[src/rtl/dpsc_pkg.sv]
// Shared types and constants for the dual-lane PID speed regulator.
// No dependencies; every other file refers to it by scoped names.
package dpsc_pkg;

  localparam int NUM_LANES      = 2;
  localparam int FRAC_BITS_DEF  = 16;
  localparam int DATA_W         = 32;
  localparam int CFG_IDX_W      = 3;
  localparam int TARGET_W       = 8;
  localparam int SPEED_W        = 24;
  localparam int ERR_W          = 18;
  localparam int DRIVE_W        = 16;
  localparam int ALPHA_W        = 17;
  localparam int ILIM_W         = 31;
  localparam int DLIM_W         = 15;
  localparam int ALPHA_SHIFT    = 16;

  // speed / 104 = ((|speed| >> 3) * DIV_MUL) >> DIV_RSH, exact over 21-bit operands
  localparam int DIV_PRE_SHIFT  = 3;
  localparam int DIV_MUL_W      = 22;
  localparam logic [DIV_MUL_W-1:0] DIV_MUL = 22'd2581111;
  localparam int DIV_RSH        = 25;

  localparam logic [ALPHA_W-1:0] ALPHA_ONE = 17'h10000;
  localparam logic [DATA_W-1:0]  S32_MAX   = 32'h7fff_ffff;
  localparam logic [DATA_W-1:0]  S32_MIN   = 32'h8000_0000;

  localparam logic [CFG_IDX_W-1:0] REG_KP        = 3'd0;
  localparam logic [CFG_IDX_W-1:0] REG_KI_DT     = 3'd1;
  localparam logic [CFG_IDX_W-1:0] REG_KD_OVER_DT = 3'd2;
  localparam logic [CFG_IDX_W-1:0] REG_LPF_ALPHA = 3'd3;
  localparam logic [CFG_IDX_W-1:0] REG_ILIM      = 3'd4;
  localparam logic [CFG_IDX_W-1:0] REG_DLIM      = 3'd5;

  localparam logic OP_TICK  = 1'b0;
  localparam logic OP_CLEAR = 1'b1;

  typedef struct packed {
    logic signed [DATA_W-1:0] kp;
    logic signed [DATA_W-1:0] ki_dt;
    logic signed [DATA_W-1:0] kd_over_dt;
    logic [ALPHA_W-1:0]       alpha;
    logic [ILIM_W-1:0]        integral_limit;
    logic [DLIM_W-1:0]        drive_limit;
  } cfg_t;

  // one-cycle strobes from the sequencer to every lane
  typedef struct packed {
    logic load;
    logic clear;
    logic div;
    logic mul;
    logic acc;
    logic filt;
    logic upd;
    logic sum;
  } stage_ctl_t;

endpackage

[src/rtl/dpsc_seq.sv]
// Step sequencer for the lanes: accepts items and issues stage strobes.
// Depends on dpsc_pkg.
module dpsc_seq (
  input  logic                   clk,
  input  logic                   rst_n,
  input  logic                   in_valid,
  input  logic                   in_op,
  input  logic                   out_free,
  output logic                   in_stall,
  output dpsc_pkg::stage_ctl_t   ctl
);

  typedef enum logic [6:0] {
    ST_IDLE = 7'b0000001,
    ST_DIV  = 7'b0000010,
    ST_MUL  = 7'b0000100,
    ST_ACC  = 7'b0001000,
    ST_FILT = 7'b0010000,
    ST_UPD  = 7'b0100000,
    ST_SUM  = 7'b1000000
  } state_t;

  state_t state_r, state_nxt;
  logic   in_fire;

  assign in_stall = (state_r != ST_IDLE);
  assign in_fire  = in_valid && (state_r == ST_IDLE);

  always_comb begin
    state_nxt = state_r;
    ctl       = '0;
    unique case (state_r)
      ST_IDLE: begin
        if (in_fire) begin
          if (in_op == dpsc_pkg::OP_CLEAR) begin
            ctl.clear = 1'b1;
          end else begin
            ctl.load  = 1'b1;
            state_nxt = ST_DIV;
          end
        end
      end
      ST_DIV: begin
        ctl.div   = 1'b1;
        state_nxt = ST_MUL;
      end
      ST_MUL: begin
        ctl.mul   = 1'b1;
        state_nxt = ST_ACC;
      end
      ST_ACC: begin
        ctl.acc   = 1'b1;
        state_nxt = ST_FILT;
      end
      ST_FILT: begin
        ctl.filt  = 1'b1;
        state_nxt = ST_UPD;
      end
      ST_UPD: begin
        ctl.upd   = 1'b1;
        state_nxt = ST_SUM;
      end
      ST_SUM: begin
        // hold until the output register can take the result
        if (out_free) begin
          ctl.sum   = 1'b1;
          state_nxt = ST_IDLE;
        end
      end
      default: begin
        state_nxt = ST_IDLE;
      end
    endcase
  end

  always_ff @(posedge clk) begin
    if (!rst_n) begin
      state_r <= ST_IDLE;
    end else begin
      state_r <= state_nxt;
    end
  end

endmodule

[config.mk]
export PLATFORM = sky130hd
export DESIGN_NAME = dpsc_seq
export DESIGN_NICKNAME = d
export VERILOG_FILES = /design/src/rtl/dpsc_pkg.sv /design/src/rtl/dpsc_seq.sv
export SDC_FILE = /design/constraint.sdc
export NUM_CORES = 1
export LEC_CHECK = 0
export BUFFER_PORTS_ARGS = -buffer_cell sky130_fd_sc_hd__buf_2
export CAP_MARGIN = 5
export CORE_AREA = 4 4 41 43
export DETAILED_ROUTE_END_ITERATION = 16
export DIE_AREA = 0 0 45 47
export PLACE_DENSITY = 0.65
export REMOVE_ABC_BUFFERS = 1
export SYNTH_ARGS = -nofsm -noshare
export SYNTH_HDL_FRONTEND = slang
export SYNTH_SLANG_ARGS = --single-unit
[constraint.sdc]
create_clock -name clk -period 3.1 [get_ports clk]
set_input_delay 0.155 -clock clk [delete_from_list [all_inputs] [get_ports clk]]
set_output_delay 0.155 -clock clk [all_outputs]
set_load 0.02 [all_outputs]
# Yosys cells after proc, flatten, opt, wreduce, memory -nomap -nowiden
# Index checks and enable logic that the tools add are counted.
[totals]
register_bits = 7
input_bits = 5
output_inout_bits = 9
wordCells = 29
[classes]
n_eq_ne = 11
muxes = 15
reduce_logical = 2
[ops]
columns = ["operator", "count"]
rows = [
  ["7-bit one-hot mux with 7 select lines", 1],
  ["7-bit 2-to-1 mux", 3],
  ["1-bit 2-to-1 mux", 9],
  ["7-bit by 1-bit == test with 1-bit output, second input constant", 1],
  ["7-bit by 2-bit == test with 1-bit output, second input constant", 1],
  ["7-bit by 3-bit == test with 1-bit output, second input constant", 1],
  ["7-bit by 4-bit == test with 1-bit output, second input constant", 1],
  ["7-bit by 5-bit == test with 1-bit output, second input constant", 1],
  ["7-bit by 6-bit == test with 1-bit output, second input constant", 1],
  ["7-bit == test, second input constant", 1],
  ["7-bit by 1-bit != test with 1-bit output, second input constant", 1],
  ["2-bit != test, second input constant", 3],
  ["2-bit 2-to-1 mux", 2],
  ["3-bit AND reduction", 1],
  ["1-bit logical AND", 1],
]

# Depth between registers and ports, before layout
[logic_depth]
word_depth = 4
mapped_depth = 5
depth_no_buf = 3

# Least setup slack after synthesis
# OpenSTA, ideal clock, no wires.
[synth_timing]
kind = "reg-to-output"
start = "register state_r[0]"
end = "output ctl[4] (netlist bit)"
arrival_ps = 1378
t_required_ps = 2945
setup_slack_ps = 1567
stages_incl_launch_ff = 5
path_buffers = 1
path_cell_list = "dfxtp_1 buf_6 nor4_4 nand2b_2 nor3b_1"
[synth_lines]
columns = ["element", "line_no", "text"]
rows = [
  ["start, declared", "dpsc_seq.sv:23", "state_t state_r, state_nxt;"],
  ["start signal, assigned", "dpsc_seq.sv:80", "state_r <= state_nxt;"],
  ["end, declared", "dpsc_seq.sv:10", "output dpsc_pkg::stage_ctl_t ctl"],
]

==> flow_summary.toml <==
[run_status]
outcome = "finished clean"

[route]
drt_iter0_drc = 17
wl_per_cell_um = 12.90
drt-pass1-iter-count = 4
ant_nets = 0
num_vias = 431
routed_wl_um = 1032
avgViaCountPerCell = 5.388
drc = 0

[worst_setup_path]
rr_endpoint = "state_r[5]$_SDFFE_PN0P_"
r2r_slack_ns = 1.78
critPathRequiredTime_ns = 2.94
reg2reg_from = "state_r[2]$_SDFFE_PN0P_"
crit_fanout = 6
cp-end-kind = "output port"
worstSetupStartpointType = "flip-flop"
worstSetupPathType = "reg -> out"
cp.arrival_ns = 1.54
rr_worst_depth = 3

[job]
drv_cap = 0

[synthesis]
yosysTopAreaCell = "dfxtp_1"
syn_inst = 52
synthFlopType = "dfxtp_1"
synth_commonest_cells = "nor2_1 (8), dfxtp_1 (7), nor3_1 (4)"
synthDistinctLibCells = 26
ys_warn_count = 0
avgSynthCellArea_um2 = 8.975
synth_seq_area_share = 0.3003
synth.most_common_cell = "nor2_1"
postSynth.asyncResetShare = 0
synth_edf_count = 0
synth-seq-cells = 7
synth_top_area_share = 0.3003
synth.area.top_cells = "dfxtp_1 (30%), nor4_4 (9.1%), nor2_1 (6.4%)"
syn_area_um2 = 466.7

[clock_network]
post_cts_buffers = 0
htree_num_levels = 1
cts-resized-gates = 0
worstSkewPairLatency_ns = 0.25
holdBufCountCts = 0
clock_path_buffers = 2
cts_sinks = 7
cts_tree = "built"
numCtsBuffers = 3
clkSlewWorstSetupHoldPaths_ns = 0.05
cts-root-buf = "clkbuf_4"

[grt]
grt_overflow = 0
grt_pass1_vias = 374
gr-max-usage-layer = "met2"
grt_pass1_wl_um = 1649
grtUsageMet1 = 0.1121
grt_use_met3 = 0.04598
grt.met2_usage = 0.2062
antenna_found_initial = 0
grt_usage = 0.1180
grt_max_degree = 9

[sta]
worst_slew_pin_slew_ns = 0.3499
slew_headroom = 0.7664
tns_ns = 0
fin_crit_sh = 0.5462
min_period_ns = 1.693
holdWs_ns = 0.1642
finalSetupViolCount = 0
skew_ns = 0.002649
hold_violations = 0
rsz0062_at_grt = "false"
maxSlewViolCount = 0
fmax_mhz = 590.6

[floorplan]
die_h_um = 47
die_w_um = 45
num_rows = 13
start_util = 0.3587
die_area_um2 = 2115
core_um2 = 1301
pin_count = 14

[pwr]
switchingPower_mw = 0.06148
p_comb_frac = 0.167
p_sw_frac = 0.2850
p_leak_nw = 0.2390
p_seq_frac = 0.452
clkPwrFrac = 0.381
power_density_nw_per_um2 = 392.7
ir_drop_v = 0.0001827
intPower_mw = 0.1542

[finish]
top_regs = "state_r (7)"
largest-register = "state_r"
fillers = 140
area_growth_pct = 17.69
multi_input_area_um2 = 290.3
final_nets = 71
layout-drive-gt1-share = 0.4000
diodes = 0
largest_reg_flops = 7
seqCellArea_um2 = 140.1

[worst_hold_path]
min_from = "rst_n"
min_path_type = "in -> reg"
min_path_cells = 3
hold_end = "state_r[1]$_SDFFE_PN0P_"

[placed_design]
dp_hpwl_um = 804.2
port_buffers = 13
place_congestion = 0.7335
-- cells in the final DEF (no fill, tap or decap), drive strengths merged, types with 3 or more instances in the layout --
master  count
nor2        8
nand2b      4
nor3        4
clkbuf      3
buf        13
nor4        5
dfxtp       7
-- logic make-up after synthesis --
family / count (synthesis) / share of synthesized area
AND/OR/NAND/NOR: 32 / 0.4987
flip-flops: 7 / 0.3003
buffers and inverters: 6 / 0.07776
AO/OA/AOI/OAI: 5 / 0.08577
XOR/XNOR: 2 / 0.03754
-- area by class of cell --
class                           instances  share of cell area
Multi-Input combinational cell         39              0.5285
Sequential cell                         7              0.2551
Timing Repair Buffer                   13              0.1185
Clock buffer                            3             0.04100
Tap cell                               15             0.03417
Inverter                                2             0.01367
Clock inverter                          1            0.009112
-- critical path, cell delays in order (launching register included) --
cell and delay (ns):
dfxtp_1 0.40, nor4_4 0.38, nand2b_2 0.14, nor3b_1 0.17, buf_2 0.19
-- per-layer routing --
metal,vias up,part of all wire
met5,-,0
met4,0,0.021
met3,4,0.072
met2,13,0.48
met1,199,0.42
li1,215,-
-- metrics by stage --
step	utilization	total power, mW	setup WS (ns)	cell area [um2]	instances
floorplan	-	0.1245	1.577	437.9	48
global placement	0.4010	0.1346	1.718	521.8	76
detailed placement	0.4010	0.1350	1.677	521.8	76
CTS	0.4221	0.2191	1.390	549.3	80
global route	0.4221	0.2290	1.210	549.3	80
finish	0.4221	0.2157	1.407	549.3	80
-- worst max path at each step --
stage                                  from      to  slack (ns)
CTS                 state_r[5]$_SDFFE_PN0P_  ctl[4]        1.39
detailed placement  state_r[5]$_SDFFE_PN0P_  ctl[4]        1.68
global placement    state_r[5]$_SDFFE_PN0P_  ctl[4]        1.72
floorplan           state_r[5]$_SDFFE_PN0P_  ctl[4]        1.58
finish              state_r[5]$_SDFFE_PN0P_  ctl[4]        1.41
global route        state_r[5]$_SDFFE_PN0P_  ctl[4]        1.21
-- power by group through the flow --
stage                     sequential [mW]  clock (mW)  combinational, mW
final                              0.0974      0.0822             0.0361
after global routing               0.0977      0.0913             0.0401
after CTS                          0.0974      0.0854             0.0364
after detailed placement           0.0989           0             0.0361
after global placement             0.0989           0             0.0357
after floorplan                    0.0982           0             0.0263
(Power assumes the default switching activity.)
