`src/rtl/dpsc_pkg.sv`:
```
// Shared types and constants for the dual-lane PID speed regulator.
// No dependencies; every other file refers to it by scoped names.
package dpsc_pkg;

  localparam int NUM_LANES      = 2;
  localparam int FRAC_BITS_DEF  = 16;
  localparam int DATA_W         = 32;
  localparam int CFG_IDX_W      = 3;
  localparam int TARGET_W       = 8;
  localparam int SPEED_W        = 24;
  localparam int ERR_W          = 18;
  localparam int DRIVE_W        = 16;
  localparam int ALPHA_W        = 17;
  localparam int ILIM_W         = 31;
  localparam int DLIM_W         = 15;
  localparam int ALPHA_SHIFT    = 16;

  // speed / 104 = ((|speed| >> 3) * DIV_MUL) >> DIV_RSH, exact over 21-bit operands
  localparam int DIV_PRE_SHIFT  = 3;
  localparam int DIV_MUL_W      = 22;
  localparam logic [DIV_MUL_W-1:0] DIV_MUL = 22'd2581111;
  localparam int DIV_RSH        = 25;

  localparam logic [ALPHA_W-1:0] ALPHA_ONE = 17'h10000;
  localparam logic [DATA_W-1:0]  S32_MAX   = 32'h7fff_ffff;
  localparam logic [DATA_W-1:0]  S32_MIN   = 32'h8000_0000;

  localparam logic [CFG_IDX_W-1:0] REG_KP        = 3'd0;
  localparam logic [CFG_IDX_W-1:0] REG_KI_DT     = 3'd1;
  localparam logic [CFG_IDX_W-1:0] REG_KD_OVER_DT = 3'd2;
  localparam logic [CFG_IDX_W-1:0] REG_LPF_ALPHA = 3'd3;
  localparam logic [CFG_IDX_W-1:0] REG_ILIM      = 3'd4;
  localparam logic [CFG_IDX_W-1:0] REG_DLIM      = 3'd5;

  localparam logic OP_TICK  = 1'b0;
  localparam logic OP_CLEAR = 1'b1;

  typedef struct packed {
    logic signed [DATA_W-1:0] kp;
    logic signed [DATA_W-1:0] ki_dt;
    logic signed [DATA_W-1:0] kd_over_dt;
    logic [ALPHA_W-1:0]       alpha;
    logic [ILIM_W-1:0]        integral_limit;
    logic [DLIM_W-1:0]        drive_limit;
  } cfg_t;

  // one-cycle strobes from the sequencer to every lane
  typedef struct packed {
    logic load;
    logic clear;
    logic div;
    logic mul;
    logic acc;
    logic filt;
    logic upd;
    logic sum;
  } stage_ctl_t;

endpackage

```
`src/rtl/dpsc_merge.sv`:
```
// Output register that gathers the drive of every lane into one result item.
// Depends on dpsc_pkg.
module dpsc_merge (
  input  logic                                 clk,
  input  logic                                 rst_n,
  input  logic                                 load,
  input  logic signed [dpsc_pkg::DRIVE_W-1:0]  lane_drive [dpsc_pkg::NUM_LANES],
  input  logic                                 out_stall,
  output logic                                 out_valid,
  output logic                                 out_free,
  output logic signed [dpsc_pkg::DRIVE_W-1:0]  drive_q [dpsc_pkg::NUM_LANES]
);

  logic                                valid_r;
  logic signed [dpsc_pkg::DRIVE_W-1:0] drive_r [dpsc_pkg::NUM_LANES];

  assign out_valid = valid_r;
  assign out_free  = !valid_r || !out_stall;
  assign drive_q   = drive_r;

  always_ff @(posedge clk) begin
    if (!rst_n) begin
      valid_r <= 1'b0;
    end else if (load) begin
      valid_r <= 1'b1;
    end else if (!out_stall) begin
      valid_r <= 1'b0;
    end
  end

  always_ff @(posedge clk) begin
    if (load) begin
      drive_r <= lane_drive;
    end
  end

endmodule

```
`config.mk`:
```
export PLATFORM = sky130hd
export DESIGN_NAME = dpsc_merge
export DESIGN_NICKNAME = d
export VERILOG_FILES = /design/src/rtl/dpsc_pkg.sv /design/src/rtl/dpsc_merge.sv
export SDC_FILE = /design/constraint.sdc
export NUM_CORES = 1
export LEC_CHECK = 0
export BUFFER_PORTS_ARGS = -buffer_cell sky130_fd_sc_hd__buf_2
export CAP_MARGIN = 20
export CORE_ASPECT_RATIO = 1.2
export CORE_UTILIZATION = 39
export CTS_CLUSTER_SIZE = 30
export DETAILED_ROUTE_END_ITERATION = 12
export PLACE_DENSITY = 0.79
export SLEW_MARGIN = 15
export SYNTH_ARGS = -nofsm -noshare
export SYNTH_HDL_FRONTEND = slang
export SYNTH_SLANG_ARGS = --single-unit
```
`constraint.sdc`:
```
create_clock -name clk -period 0.8 [get_ports clk]
set_input_delay 0.24 -clock clk [delete_from_list [all_inputs] [get_ports clk]]
set_output_delay 0.24 -clock clk [all_outputs]
set_load 0.02 [all_outputs]
```
# Yosys cells after proc, flatten, opt, wreduce, memory -nomap -nowiden
# Index checks and enable logic that the tools add are counted.
[totals] regBits=33 inputBits=36
[classes] n_eq_ne=1 mux=2 reduce_logical=3
[op_table] cell="1-bit logical NOT" count=2
[op_table] cell="1-bit 2-to-1 mux" count=2
[op_table] cell="2-bit inequality test (second input constant)" count=1
[op_table] cell="1-bit logical OR" count=1

# Longest topological paths before layout
# Gate-level depths: netlist of the first run.
[depth] depth_word=2 depth_mapped=2 mapped_depth_nobuf=2

# Worst setup path before layout of the first run
# Ideal clock, no wire load.
[synth_path] path_kind="flip-flop to output port" from="register valid_r, in the netlist out_valid" to="output port out_free" arrival_ns=0.624 path_slack_ns=-0.064 stages_incl_launch_ff=2 n_path_buf=0 path_cell_list="dfxtp_1 > nand2_1"
[synth_via] elab_chain_cells=2
[synth_rtl] item="start: declaration" line="dpsc_merge.sv:14" source="logic valid_r;"
[synth_rtl] item="start signal: assignment" line="dpsc_merge.sv:23" source="valid_r <= 1'b0;"
[synth_rtl] item="start signal: assignment" line="dpsc_merge.sv:25" source="valid_r <= 1'b1;"
[synth_rtl] item="start signal: assignment" line="dpsc_merge.sv:27" source="valid_r <= 1'b0;"
[synth_rtl] item="1-bit logical NOT" line="dpsc_merge.sv:18" source="assign out_free = !valid_r || !out_stall;"
[synth_rtl] item="1-bit logical OR" line="dpsc_merge.sv:18"
[synth_rtl] item="end: declaration" line="dpsc_merge.sv:10" source="output logic out_free,"
# No other way between the ends.

# Final worst setup path of the first run
[layout_path] from="register drive_r, in the netlist drive_q[15]" to="output port drive_q[15] in the netlist's numbering"
[layout_rtl] item="start: declaration" line="dpsc_merge.sv:15" source="logic signed [dpsc_pkg::DRIVE_W-1:0] drive_r [dpsc_pkg::NUM_LANES];"
[layout_rtl] item="start signal: assignment" line="dpsc_merge.sv:33" source="drive_r <= lane_drive;"
[layout_rtl] item="end: declaration" line="dpsc_merge.sv:11" source="output logic signed [dpsc_pkg::DRIVE_W-1:0] drive_q [dpsc_pkg::NUM_LANES]"
# No word-level cell between the ends.

==> metrics.txt, run 1 <==
violated checks=negative setup slack; initial core utilization=42.3%; skew final=0 ns; PnR worst setup slack=-0.360 ns; Via-to-Cell Ratio=4.35; Starting DRT DRC Count=7; post-synthesis net count=72; Chip Width=around 48 µm; most frequent cells in the layout=buf_2 (41), edfxtp_1 (32), buf_6 (28); CTS sink cnt=33; Clock Root Buffer=clkbuf_4; RD Place Congestion=around 0.67; Max stage delay on crit path=between 0.4 and 0.5 ns; max_cap viols=0; # fillers=138; Reg clk slew, reported paths=0.09 ns; worst path required time=0.56 ns; Worst Tran Pin Value=0.117 ns; Setup Crit Path Kind=flop to output pin; largest net degree at the start of global routing=22; Syn-to-layout area delta=68.3%; port bufs=69; top cells by area, synth=edfxtp_1 (96%), dfxtp_1 (2.0%), nor2b_1 (0.63%); Yosys reg bits=33; Gate Count Post-Synth=36; antenna violations before repair=0; worst min path class=input port to flop; DP HPWL=1300 µm; Synth top area share=96.5%; GRT Resource Usage Total=15.6%; critical path launch point type=flop; P per Cell Area=2290 mW/mm²; DRC Markers=0; nature of the critical path endpoint=output pin; Fin Setup TNS=-10.59 ns; Layout Nets=150; top cell type by total area after synthesis=edfxtp_1; warnings from Yosys=0; peak supply drop=1960 µV; GRT overflow=0; vias=635; post-synthesis sequential area ratio=98.5%; critical path data arrival time=slightly above 0.9 ns; total CTS buffers=5; fin crit share=145%; Post-Synthesis Cell Area=roughly 1000 µm²; final WL=approximately 1900 µm; CP Cell Sequence=buf_6; die area=0.00276 mm²; Post-CTS Hold Fix Bufs=0; synth unique cells=5; I/O pins=70; final hold vios=0; WHS=0.0692 ns; Max Fclk=0.862 GHz; wire per inst=about 13 µm; Critical Path Fanout Max=1; status=finished with violations; worst skew pair latency=0.34 ns; final critical-path required period=1.16 ns; Slowest-stage cell, CP=edfxtp_1; share of post-route cells with drive strength above 1=68.7%; Top Family by Delay on Critical Path=flip-flops; vias in the first global route=slightly above 600; die height=57.4 µm; CTS tree=yes; max-slew violations=0; Post-Syn Area per Cell=27.7 µm²; commonest non-fill, non-tap cell in the layout=buf_2; H-tree depth=2; first drt pass iteration count=2; Core ar.=0.00235 mm²; first-pass GRT wire length=2550 µm; RSZ-0062 raised after global routing=true; Max clock buf depth=2; relative slew slack=between 90 and 100%; Antenna diodes=0; total design power=3.84 mW; final setup fails=34; # rows=19; DRT antenna net count=0; Pleak=0.717 nW; Bufs and invs on worst path=1
flip-flops by register name (all words and copies together), names as in the netlist:
signal and cells:
drive_q 32, out_valid 1
area by class of cell:
type,instances,area [µm²],share of cell area (%)
Tap cell,31,38.8,2.31
Multi-Input combinational cell,3,17.5,1.04
Clock buffer,6,41.3,2.46
Clock inverter,2,33.8,2.01
Timing Repair Buffer,71,561,33.4
Sequential cell,33,985,58.7
metrics by stage:
step	util (%)	setup slack, ns	std cells	area, µm²
6_report	71.2	-0.360	146	1680
4_1_cts	65.6	-0.346	146	1540
3_3_place_gp	60.5	-0.0470	138	1420
2_1_floorplan	-	0.0678	36	1000
5_1_grt	71.2	-0.390	146	1680
3_5_place_dp	60.5	-0.0596	138	1420
routing by layer:
| layer | routed length (µm) | global-route usage [%] | vias up |
|---|---|---|---|
| met5 | 0 | 0 | - |
| met4 | 50 | 16.7 | 0 |
| met3 | 316 | 10.8 | 6 |
| met2 | 902 | 21.2 | 56 |
| met1 | 647 | 13.6 | 277 |
| li1 | - | - | 296 |
logic make-up (layout without fill, tap and decap cells):
logic type,count (synthesis),after routing,synth area share (%)
AND/OR/NAND/NOR,2,2,1.01
buffers and inverters,0,79,0
AO/OA/AOI/OAI,1,1,0.502
flip-flops,33,33,98.5
power by group:
part | switching, mW | internal (mW)
Sequential | 0.0589 | 2.04
Clock | 0.519 | 0.650
Combinational | 0.279 | 0.293
cells in the mapped netlist:
library cell,number
edfxtp_1,32
a21oi_1,1
dfxtp_1,1
nand2_1,1
nor2b_1,1
what timing repair did:
item | in CTS | in global routing
setup endpoints to repair | 34 | 34
setup buffers | 0 | 0
resized for setup | 14 | 43
pin swaps | 0 | 0
final timing paths:
kind         depth (start not counted)                      to                   start  slack, ns
max                                  1             drive_q[15]   drive_q[15]$_DFFE_PP_      -0.36
min                                  1   drive_q[25]$_DFFE_PP_          lane_drive[25]       0.07
max reg2reg                          2  out_valid$_SDFFE_PN0P_  out_valid$_SDFFE_PN0P_       0.14
min reg2reg                          2  out_valid$_SDFFE_PN0P_  out_valid$_SDFFE_PN0P_       0.59
Power figures use the tool's default switching activity.
==> inputs of run 2 (changes only) <==
- CAP_MARGIN: 20 -> unset
- CORE_UTILIZATION: 39 -> 41
- CTS_BUF_LIST: unset -> sky130_fd_sc_hd__clkbuf_8
- PLACE_DENSITY: 0.79 -> 0.82
==> metrics.txt, run 2 (synthesis gave the netlist of run 1 again) <==
max_cap viols=0; DRC Markers=0; PnR worst setup slack=-0.294 ns; total CTS buffers=5; H-tree depth=2; Critical Path Fanout Max=1; I/O pins=70; RD Place Congestion=0.675; Via-to-Cell Ratio=4.38; first drt pass iteration count=3; max reg flops=32; clock network power share=33.9%; relative slew slack=91.4%; Max stage delay on crit path=about 0.42 ns; Clock Root Buffer=clkbuf_8; skew final=0 ns; # rows=19; GRT overflow=0; Post-CTS Setup Inserts=0; WHS=approximately 0.13 ns; Starting DRT DRC Count=12; final setup fails=34; final core utilization=72.1%; final hold vios=0; Antenna diodes=0; sequential share of power=about 53%; vias in the first global route=710; Slowest-stage cell, CP=edfxtp_1; final critical-path required period=1.09 ns; commonest non-fill, non-tap cell in the layout=buf_2; total design power=3.99 mW; Chip Width=47.0 µm; critical path data arrival time=0.85 ns; Pleak=0.715 nW; P_sw=about 910 µW; die height=56.0 µm; # fillers=approximately 150; P per Cell Area=~2400 mW/mm²; most frequent cells in the layout=buf_2 (51), edfxtp_1 (32), buf_6 (18); critical path launch point type=flop; Layout Nets=around 150; largest net degree at the start of global routing=17; peak supply drop=2030 µV; Syn-to-layout area delta=65.2%; max-slew violations=0; Max clock buf depth=2; CTS tree=yes; fin crit share=137%; switching power share of the total=22.9%; Post-CTS Hold Fix Bufs=0; port bufs=69; Max Fclk=0.914 GHz; antenna violations before repair=0; Internal=3.08 mW; wire per inst=15.2 µm; dpl cell area=0.00143 mm²; share of post-route cells with drive strength above 1=70.7%; Top Family by Delay on Critical Path=flip-flops; RSZ-0062 raised after global routing=true; CP Cell Sequence=buf_6; Core ar.=0.00228 mm²; crit path from=drive_q[2]$_DFFE_PP_; GRT Resource Usage Total=19.1%; die area=0.00263 mm²; vias=roughly 640; final WL=2230 µm; initial core utilization=43.6%; worst reg2reg path startpoint=out_valid$_SDFFE_PN0P_; worst min path class=input port to flop; Finished Cell Area=0.00165 mm²; DRT antenna net count=0; Bufs and invs on worst path=1; Reg clk slew, reported paths=0.07 ns; first-pass GRT wire length=3230 µm; min-delay src=lane_drive[27]; violated checks=negative setup slack; nature of the critical path endpoint=output pin; Combinational Power Share=13.5%; CTS sink cnt=33; worst skew pair latency=about 0.28 ns; worst path required time=0.56 ns; Fin Setup TNS=-8.39 ns; status=finished with violations; Setup Crit Path Kind=flop to output pin; Worst Tran Pin Value=roughly 0.13 ns
==> run 2: changes by cell type in the layout (fill, tap and decap cells not counted), sizes merged <==
cell,before,now
clkbuf,6,7
buf,71,72
bufinv,1,0
==> run 2: what timing repair did <==
item,in CTS,in global routing
gates cloned,0,0
resized for setup,16,20
pin swaps,0,0
setup endpoints to repair,34,34
==> run 2: per-layer routing <==
metal / part of all wire (%) / vias up / track usage [%] / routed length (µm)
met1: 31 / 293 / 18.0 / 688
met5: 0 / - / 0 / 0
met2: 53 / 47 / 31.2 / 1190
met4: 1.8 / 0 / 6.12 / 41
li1: - / 298 / - / -
met3: 14 / 6 / 13.6 / 312
==> run 2: worst paths after layout <==
kind	end	depth (start not counted)	slack [ns]
max	drive_q[2]	1	-0.29
min reg2reg	out_valid$_SDFFE_PN0P_	2	0.57
min	drive_q[27]$_DFFE_PP_	1	0.13
max reg2reg	out_valid$_SDFFE_PN0P_	2	0.15
==> run 2: layout make-up <==
type                    instances  area (µm²)  area share [%]
clock buffers                   7        96.3            5.86
clock inverters                 1        5.00           0.304
multi-input cells               3        17.5            1.06
flip-flops and latches         33         982            59.7
well taps                      31        38.8            2.36
repair buffers                 72         505            30.7
==> run 2: stage by stage <==
stage	instances	worst slack, ns
6_report	147	-0.294
5_1_grt	147	-0.325
4_1_cts	147	-0.301
3_5_place_dp	139	-0.0594
3_3_place_gp	139	-0.0428
2_1_floorplan	36	0.0678
==> run 2: power groups by stage <==
stage	sequential (mW)	combinational, mW	clock (mW)
global route	2.11	0.562	1.45
CTS	2.09	0.494	1.38
global placement	2.11	0.446	0
detailed placement	2.12	0.457	0
floorplan	2.30	0.00802	0
finish	2.10	0.538	1.35
